`src/rtl/core/i2cgc_pkg.sv`:
```
package i2cgc_pkg;

	// event codes
	localparam logic [1:0] OP_STOP = 2'd0;
	localparam logic [1:0] OP_RX_BYTE = 2'd1;
	localparam logic [1:0] OP_TX_REQ = 2'd2;

	// bus phases
	localparam logic [1:0] PHASE_IDLE = 2'd0;
	localparam logic [1:0] PHASE_RX_FIRST = 2'd1;
	localparam logic [1:0] PHASE_RX = 2'd2;
	localparam logic [1:0] PHASE_TX = 2'd3;

	// general-call commands
	localparam logic [7:0] CMD_NEW_ADDR = 8'h00;
	localparam logic [7:0] CMD_RESET_ALL = 8'h01;
	localparam logic [7:0] CMD_VERIFY_KEY = 8'h02;
	localparam logic [7:0] CMD_UPDATE_KEY = 8'h03;

	// configuration register indexes
	localparam int CFG_IDX_W = 8;
	localparam logic [CFG_IDX_W-1:0] CFG_STARTUP_ADDRESS = 8'd0;
	localparam logic [CFG_IDX_W-1:0] CFG_STARTUP_KEY = 8'd1;
	localparam int CFG_DATA_W = 16;

	localparam logic [1:0] SEEN_MAX = 2'd3;

	typedef struct packed {
		logic [1:0] operation;
		logic [7:0] rx_byte;
		logic general_call;
		logic arbitration_won;
	} event_t;

	typedef struct packed {
		logic address_reload;
		logic [7:0] own_address;
		logic nack;
		logic [15:0] project_key;
		logic reg_write;
		logic read_request;
		logic reg_target;
		logic signed [7:0] reg_index;
		logic [7:0] reg_data;
	} result_t;

	typedef struct packed {
		logic [1:0] bus_phase;
		logic [7:0] command_code;
		logic [1:0] bytes_seen;
		logic [7:0] low_key_byte;
		logic address_pending;
		logic [7:0] address_value;
		logic [15:0] key_value;
		logic [7:0] pointer_value;
	} state_t;

endpackage

```
`src/rtl/core/i2cgc_if.sv`:
```
interface i2cgc_evt_if;
	logic valid;
	logic ready;
	i2cgc_pkg::event_t data;

	modport source (output valid, output data, input ready);
	modport sink (input valid, input data, output ready);
endinterface

interface i2cgc_res_if;
	logic valid;
	logic ready;
	i2cgc_pkg::result_t data;

	modport source (output valid, output data, input ready);
	modport sink (input valid, input data, output ready);
endinterface

interface i2cgc_cfg_if;
	logic valid;
	logic ready;
	logic [i2cgc_pkg::CFG_IDX_W-1:0] index;
	logic [i2cgc_pkg::CFG_DATA_W-1:0] data;

	modport source (output valid, output index, output data, input ready);
	modport sink (input valid, input index, input data, output ready);
endinterface

```
`src/rtl/core/i2cgc_event_logic.sv`:
```
module i2cgc_event_logic (
	input  i2cgc_pkg::state_t  st,
	input  i2cgc_pkg::event_t  evt,
	output i2cgc_pkg::state_t  nxt,
	output i2cgc_pkg::result_t res
);

	logic first;
	logic [1:0] prior_seen;
	logic [15:0] rx_key;
	logic ptr_device;

	assign first = (st.bus_phase == i2cgc_pkg::PHASE_IDLE);
	assign prior_seen = st.bytes_seen;
	assign rx_key = {evt.rx_byte, st.low_key_byte};
	// device registers: pointer from 2 up to 127 as signed
	assign ptr_device = !st.pointer_value[7] && (st.pointer_value[6:1] != 6'd0);

	// next state and event flags
	always_comb begin
		nxt = st;
		res = '0;
		unique case (evt.operation)
			i2cgc_pkg::OP_STOP: begin
				nxt.bus_phase = i2cgc_pkg::PHASE_IDLE;
				if (st.address_pending) begin
					nxt.address_pending = 1'b0;
					res.address_reload = 1'b1;
				end
			end
			i2cgc_pkg::OP_RX_BYTE: begin
				nxt.bus_phase = first ? i2cgc_pkg::PHASE_RX_FIRST : i2cgc_pkg::PHASE_RX;
				if (evt.general_call) begin
					if (first) begin
						nxt.bytes_seen = 2'd1;
						nxt.command_code = evt.rx_byte;
						if (evt.rx_byte == i2cgc_pkg::CMD_RESET_ALL) begin
							nxt.address_value = 8'd0;
							nxt.address_pending = 1'b1;
							nxt.key_value = 16'd0;
						end
					end else begin
						if (st.bytes_seen != i2cgc_pkg::SEEN_MAX) begin
							nxt.bytes_seen = st.bytes_seen + 2'd1;
						end
						case (st.command_code)
							i2cgc_pkg::CMD_NEW_ADDR: begin
								// an address already held locks out reassignment
								if (!st.address_pending && st.address_value != 8'd0) begin
									res.nack = 1'b1;
								end else if (prior_seen >= 2'd2) begin
									res.nack = 1'b0;
								end else if (evt.arbitration_won) begin
									nxt.address_pending = 1'b1;
									nxt.address_value = evt.rx_byte;
								end else begin
									res.nack = 1'b1;
								end
							end
							i2cgc_pkg::CMD_VERIFY_KEY: begin
								if (prior_seen == 2'd1) begin
									nxt.low_key_byte = evt.rx_byte;
								end else if (prior_seen == 2'd2 && rx_key != st.key_value) begin
									nxt.address_value = 8'd0;
									nxt.address_pending = 1'b1;
									nxt.key_value = rx_key;
								end
							end
							i2cgc_pkg::CMD_UPDATE_KEY: begin
								if (prior_seen == 2'd1) begin
									nxt.low_key_byte = evt.rx_byte;
								end else if (prior_seen == 2'd2) begin
									nxt.key_value = rx_key;
								end
							end
							default: begin
							end
						endcase
					end
				end else if (first) begin
					nxt.pointer_value = evt.rx_byte;
				end else begin
					res.reg_write = 1'b1;
					res.reg_target = ptr_device;
					res.reg_index = st.pointer_value;
					res.reg_data = evt.rx_byte;
				end
			end
			i2cgc_pkg::OP_TX_REQ: begin
				nxt.bus_phase = i2cgc_pkg::PHASE_TX;
				res.read_request = 1'b1;
				res.reg_target = ptr_device;
				res.reg_index = st.pointer_value;
			end
			default: begin
			end
		endcase
		res.own_address = nxt.address_value;
		res.project_key = nxt.key_value;
	end

endmodule

```
`src/rtl/core/i2cgc_core_regs.sv`:
```
module i2cgc_core_regs (
	input  logic                clk,
	input  logic                arst_n,
	i2cgc_evt_if.sink           evt,
	i2cgc_res_if.source         res,
	i2cgc_cfg_if.sink           cfg,
	output i2cgc_pkg::state_t   st,
	output i2cgc_pkg::event_t   evt_s1,
	input  i2cgc_pkg::state_t   nxt,
	input  i2cgc_pkg::result_t  res_comb
);

	logic valid_s1;
	logic valid_s2;
	logic advance;
	logic cfg_wr;
	i2cgc_pkg::state_t state_q;
	i2cgc_pkg::result_t res_s2;

	// stage 1 moves into the result register when it is free or being drained
	assign advance = valid_s1 && (!valid_s2 || res.ready);
	assign evt.ready = !valid_s1 || advance;
	assign cfg.ready = 1'b1;
	assign cfg_wr = cfg.valid;
	assign st = state_q;
	assign res.valid = valid_s2;
	assign res.data = res_s2;

	// valid flags
	always_ff @(posedge clk or negedge arst_n) begin
		if (!arst_n) begin
			valid_s1 <= 1'b0;
			valid_s2 <= 1'b0;
		end else begin
			if (evt.ready) begin
				valid_s1 <= evt.valid;
			end
			if (advance) begin
				valid_s2 <= 1'b1;
			end else if (res.ready) begin
				valid_s2 <= 1'b0;
			end
		end
	end

	// input and result payload
	always_ff @(posedge clk) begin
		if (evt.valid && evt.ready) begin
			evt_s1 <= evt.data;
		end
		if (advance) begin
			res_s2 <= res_comb;
		end
	end

	// block state, with configuration loads of address and key
	always_ff @(posedge clk or negedge arst_n) begin
		if (!arst_n) begin
			state_q <= '0;
		end else begin
			if (advance) begin
				state_q <= nxt;
			end
			if (cfg_wr && cfg.index == i2cgc_pkg::CFG_STARTUP_ADDRESS) begin
				state_q.address_value <= cfg.data[7:0];
			end
			if (cfg_wr && cfg.index == i2cgc_pkg::CFG_STARTUP_KEY) begin
				state_q.key_value <= cfg.data;
			end
		end
	end

endmodule

```
`src/rtl/core/i2c_slave_general_call_handler_core.sv`:
```
// I2C target event handler with general-call commands.
// Channels: evt takes one bus event (stop, received byte or transmit
// request) per transaction; res returns exactly one result per event with
// the reload, nack and register access flags and the current own address
// and project key; cfg writes startup_address (index 0) or startup_key
// (index 1), which load the live address or key directly.
// The event is held in the input register, and its result is decoded from it
// and registered in the result register once that register is free or being drained.
// Throughput: one event per cycle while res is not stalled, as the state
// register is updated from the event decode logic on every advance.
// Reset clears bus phase, command, byte count, pointer, pending flag,
// address and key to zero and empties both pipeline registers.
// When res is stalled the result register holds, the input register
// still takes one more event, and evt.ready then drops until res drains.
// cfg is always ready; write it only while no event is in flight.
module i2c_slave_general_call_handler_core (
	input  logic        clk,
	input  logic        arst_n,
	i2cgc_evt_if.sink   evt,
	i2cgc_res_if.source res,
	i2cgc_cfg_if.sink   cfg
);

	i2cgc_pkg::state_t st;
	i2cgc_pkg::state_t nxt;
	i2cgc_pkg::event_t evt_s1;
	i2cgc_pkg::result_t res_comb;

	// pipeline and state registers
	i2cgc_core_regs u_regs (
		.clk      (clk),
		.arst_n   (arst_n),
		.evt      (evt),
		.res      (res),
		.cfg      (cfg),
		.st       (st),
		.evt_s1   (evt_s1),
		.nxt      (nxt),
		.res_comb (res_comb)
	);

	// per-event decode
	i2cgc_event_logic u_logic (
		.st  (st),
		.evt (evt_s1),
		.nxt (nxt),
		.res (res_comb)
	);

endmodule

```
`src/flat_wrapper.sv`:
```
// flat-port wrapper written by rule: the top's interface ports become plain ports
module i2c_slave_general_call_handler_core_flat 
  (clk, arst_n, evt_valid, evt_data, evt_ready, res_valid, res_data, res_ready, cfg_valid, cfg_index, cfg_data, cfg_ready);
  i2cgc_evt_if evt_i ();
  i2cgc_res_if res_i ();
  i2cgc_cfg_if cfg_i ();
  input  logic clk;
  input  logic arst_n;
  input wire logic [$bits(evt_i.valid)-1:0] evt_valid;
  input wire logic [$bits(evt_i.data)-1:0] evt_data;
  output wire logic [$bits(evt_i.ready)-1:0] evt_ready;
  output wire logic [$bits(res_i.valid)-1:0] res_valid;
  output wire logic [$bits(res_i.data)-1:0] res_data;
  input wire logic [$bits(res_i.ready)-1:0] res_ready;
  input wire logic [$bits(cfg_i.valid)-1:0] cfg_valid;
  input wire logic [$bits(cfg_i.index)-1:0] cfg_index;
  input wire logic [$bits(cfg_i.data)-1:0] cfg_data;
  output wire logic [$bits(cfg_i.ready)-1:0] cfg_ready;
  assign evt_i.valid = evt_valid;
  assign evt_i.data = evt_data;
  assign evt_ready = evt_i.ready;
  assign res_valid = res_i.valid;
  assign res_data = res_i.data;
  assign res_i.ready = res_ready;
  assign cfg_i.valid = cfg_valid;
  assign cfg_i.index = cfg_index;
  assign cfg_i.data = cfg_data;
  assign cfg_ready = cfg_i.ready;
  i2c_slave_general_call_handler_core u_core (.clk(clk), .arst_n(arst_n), .evt(evt_i), .res(res_i), .cfg(cfg_i));
endmodule
```
`config.mk`:
```
export PLATFORM = sky130hd
export DESIGN_NAME = i2c_slave_general_call_handler_core_flat
export DESIGN_NICKNAME = d
export VERILOG_FILES = /design/src/rtl/core/i2cgc_pkg.sv /design/src/rtl/core/i2cgc_if.sv /design/src/rtl/core/i2cgc_event_logic.sv /design/src/rtl/core/i2cgc_core_regs.sv /design/src/rtl/core/i2c_slave_general_call_handler_core.sv /design/src/flat_wrapper.sv
export SDC_FILE = /design/constraint.sdc
export NUM_CORES = 1
export LEC_CHECK = 0
export ABC_AREA = 1
export BUFFER_PORTS_ARGS = -buffer_cell sky130_fd_sc_hd__clkbuf_2
export CAP_MARGIN = 25
export CORE_MARGIN = 10
export CORE_UTILIZATION = 61
export CTS_BUF_LIST = sky130_fd_sc_hd__clkbuf_16
export DETAILED_ROUTE_END_ITERATION = 6
export GPL_TIMING_DRIVEN = 0
export PLACE_DENSITY = 0.86
export SYNTH_ARGS = -nofsm -noshare
export SYNTH_HDL_FRONTEND = slang
export SYNTH_HIERARCHICAL = 1
export SYNTH_SLANG_ARGS = --single-unit
```
`constraint.sdc`:
```
create_clock -name clk -period 4.5 [get_ports clk]
set_input_delay 0.9 -clock clk [delete_from_list [all_inputs] [get_ports clk]]
set_output_delay 0.9 -clock clk [all_outputs]
set_load 0.01 [all_outputs]
```
==> impl_results.md <==
- Yosys cell types: 35
- Vias in the first global route: 6418
- Pre-Repair DR Iteration Count: 6
- Synth Instances: 949
- Most frequent CP cell: o21ai_0
- DR WL met3: 1870 microns
- Worst-margin pin slew: 0.790 ns
- Sink Count: 112
- Global Route Usage Sum: 0.239
- Synth Net Count: 994
- IO buf count: 87
- WL met1: 7720 microns
- Req. time, crit path: 4.63 ns
- Pin count of the biggest net entering global routing: 56
- First-pass GRT wire length: 31200 microns
- Maximum vdd drop: 389 uV
- CP arrival: 2.63 ns
- # Post-CTS Setup Buffers: 0
- CP max-delay cell: edfxtp_1
- Final Hold Vio Count: 0
- Total Neg Setup Slack: 0 ns
- Crit end category: flip-flop
- Initial antenna violation count: 0
- R2r worst-path depth: 8
- Routed Antenna Nets: 0
- Cells after DPL: 1180
- Pint: 2.62 mW
- Max-cap viol count: 0
- DRC errors left: 0
- Status: complete, no violations
- Cts repair resizes: 0
- Highest metal used: met4
- Share of cells above drive strength 1: 0.195
- Leak pwr: 3.93 nW
- Area growth syn-to-layout: 13.1%
- Io pins: 89
- CTS HTree Levels: 3
- Final WL: 19600 microns
- Detail Placement HPWL: 14200 microns
- Hold Path Stages: 2
- Sequential share of power: 0.373
- Inserted Diodes: 0
- CP Launch Type: flip-flop
- Unrepaired setup endpoints after global routing: no
- Post-Layout Cell Count: 1196
- Root Buffer: clkbuf_16
- Power density over cell area: 583 nW/um^2
- Num CTS Buffers: 9
- Drt first-iter violations: 896
- Crit share post-route: 0.556
- Nets@finish: 1093
- Net Sw Frac: 0.434
- Die Ht: 127 microns
- Worst Path Max Fanout: 10
- Buf/Inv on CP: 3
- Netlist area before placement: 7030 sq um
- Metal2 WL: 9470 microns
- Crit path cell chain: inv_1, nand2_1, nor3_2, clkbuf_1, o21ai_0, nand3_1, o21ai_0, buf_4
- # rows: 39
- Ys flop type: edfxtp_1
- Total gr overflow: 0
- Crit. path cell count: 8
- Fmax: 400 MHz
- Seq/Total Area, Yosys: 0.439
- Routability Congestion: 0.950
- Hold Path Class: reg -> reg
- Pins over their slew limit: 0
- Clock power frac: 0.166
- Switching Power: 2.01 mW
- Initial core utilization: 0.618
- DIE WIDTH: 127 microns
- Die ar.: 16200 sq um
- Via count: 6757
- Setup violators final: 0
- Ys async rst share: 0.491
- Via density per instance: 5.65
- Post-DP Area: 7660 sq um
- Synth warn: 6
- Slew headroom: 0.473
- Core ar.: 11400 sq um
- Clock tree buffer depth: 2
- Post-synth EDFFs: 57
- CP delay by family, top: buffers and inverters
- Max incr delay on CP: 0.48 ns
- CP Class: reg -> reg
- CTS tree: done
- Minimum clock period: 2.50 ns
- Final Skew: 0.0103 ns
- Final instance area: 7950 sq um
- WL/cell: 16.4 microns
- Gate power share: 0.461
- Mean Syn Cell Area: 7.40 sq um
- Worst-skew pair later-pin latency: 0.37 ns
- Synthesized flop and latch total: 112
- Clock transition at path regs: 0.07 ns
- CTS Hold Buffers Added: 0
## sequential cells by signal (all words and copies together), names as in the netlist
name                     cells
u_core/u_regs/res.valid      1
u_core/u_regs/res.data      45
u_core/u_regs/evt_s1        12
u_core/u_regs/valid_s1       1
u_core/u_regs/st            53
## tightest hold or removal path: cells and delay by family, from the launching register on
kind             cells  cell delay, ns
DFF                  1            0.34
and+or+nand+nor      2            0.11
## through the flow
| stage | power, mW | util | worst slack [ns] | hold WS [ns] |
|---|---|---|---|---|
| after floorplan | 3.25 | - | 2.25 | 0.449 |
| after global placement | 3.74 | 0.672 | 1.64 | 0.464 |
| after detailed placement | 3.82 | 0.674 | 1.89 | 0.473 |
| after CTS | 4.59 | 0.699 | 2.10 | 0.488 |
| after global routing | 4.95 | 0.699 | 1.92 | 0.541 |
| final | 4.63 | 0.699 | 2.00 | 0.490 |
## metal layers
layer	GRT usage	up-vias
li1	-	3222
met1	0.295	3133
met2	0.393	351
met3	0.0554	51
met4	0.103	0
met5	0	-
## power groups by stage
stage	Combinational (mW)	Clock [mW]	Sequential, mW
5_1_grt	2.36	0.815	1.77
2_1_floorplan	1.54	0	1.71
3_5_place_dp	2.08	0	1.74
4_1_cts	2.09	0.775	1.72
3_3_place_gp	2.01	0	1.73
6_report	2.13	0.770	1.73
## synthesized netlist by cell type, types with 2 or more instances
master	n	share of area
nand2_2	5	0.0045
o21ai_1	31	0.022
o21ai_0	49	0.035
nor2_1	36	0.019
nand3_4	3	0.0075
nor2_2	9	0.0080
a21oi_1	20	0.014
inv_1	86	0.046
inv_2	5	0.0027
nand2_1	384	0.21
a31oi_1	9	0.0080
o21ai_2	2	0.0025
dfrtp_1	55	0.20
nor2_4	7	0.011
edfxtp_1	57	0.24
nand3_1	90	0.064
ha_1	4	0.0071
buf_4	27	0.029
buf_6	13	0.021
clkbuf_1	7	0.0037
buf_2	21	0.015
nand4_1	16	0.014
## worst paths after layout
| kind | from | end | slack, ns |
|---|---|---|---|
| min in group asynchronous | arst_n | u_core/u_regs/valid_s1$_DFFE_PN0P_ | 0.63 |
| worst min register to register | u_core/u_regs/st[41]$_DFFE_PN0N_ | u_core/u_regs/st[41]$_DFFE_PN0N_ | 0.49 |
| max in group asynchronous | arst_n | u_core/u_regs/st[13]$_DFFE_PN0P_ | 3.35 |
| worst min-delay path | u_core/u_regs/st[41]$_DFFE_PN0N_ | u_core/u_regs/st[41]$_DFFE_PN0N_ | 0.49 |
| worst max register to register | u_core/u_regs/evt_s1[3]$_DFFE_PP_ | u_core/u_regs/res.data[32]$_DFFE_PN_ | 2.00 |
| worst max-delay path | u_core/u_regs/evt_s1[3]$_DFFE_PP_ | u_core/u_regs/res.data[32]$_DFFE_PN_ | 2.00 |
## logic make-up (layout without fill, tap and decap cells)
logic type | Yosys count | in the layout | synth area share
and+or+nand+nor | 557 | 557 | 0.347
buffers and inverters | 161 | 265 | 0.119
AOI/OAI and AO/OA | 114 | 114 | 0.0864
DFF | 112 | 112 | 0.439
adders and majority gates | 4 | 4 | 0.00712
other | 1 | 1 | 0.000534
## cells in the final DEF, fill, tap and decap left out, drive strengths merged
| master | netlist | final |
|---|---|---|
| edfxtp | 57 | 57 |
| buf | 61 | 62 |
| nand4 | 16 | 16 |
| clkinvlp | 0 | 1 |
| o211ai | 1 | 1 |
| dfrtp | 55 | 55 |
| nor2 | 53 | 53 |
| nor3 | 2 | 2 |
| a311oi | 1 | 1 |
| a31oi | 9 | 9 |
| clkbuf | 7 | 103 |
| conb | 1 | 1 |
| ha | 4 | 4 |
| o21ai | 83 | 83 |
| nor4 | 2 | 2 |
| nand2 | 390 | 390 |
| a21oi | 20 | 20 |
| inv | 92 | 94 |
| nand3 | 94 | 94 |
| clkinv | 1 | 5 |
## final cells by class
type	count	area (sq um)
tap	143	179
inverter	93	357
fill	982	3420
sequential	112	3090
clock buffer	9	225
timing repair buffer	88	458
clock inverter	7	56.3
multi-input combinational	676	3100
buffer	68	480
Power figures use the tool's default switching activity.
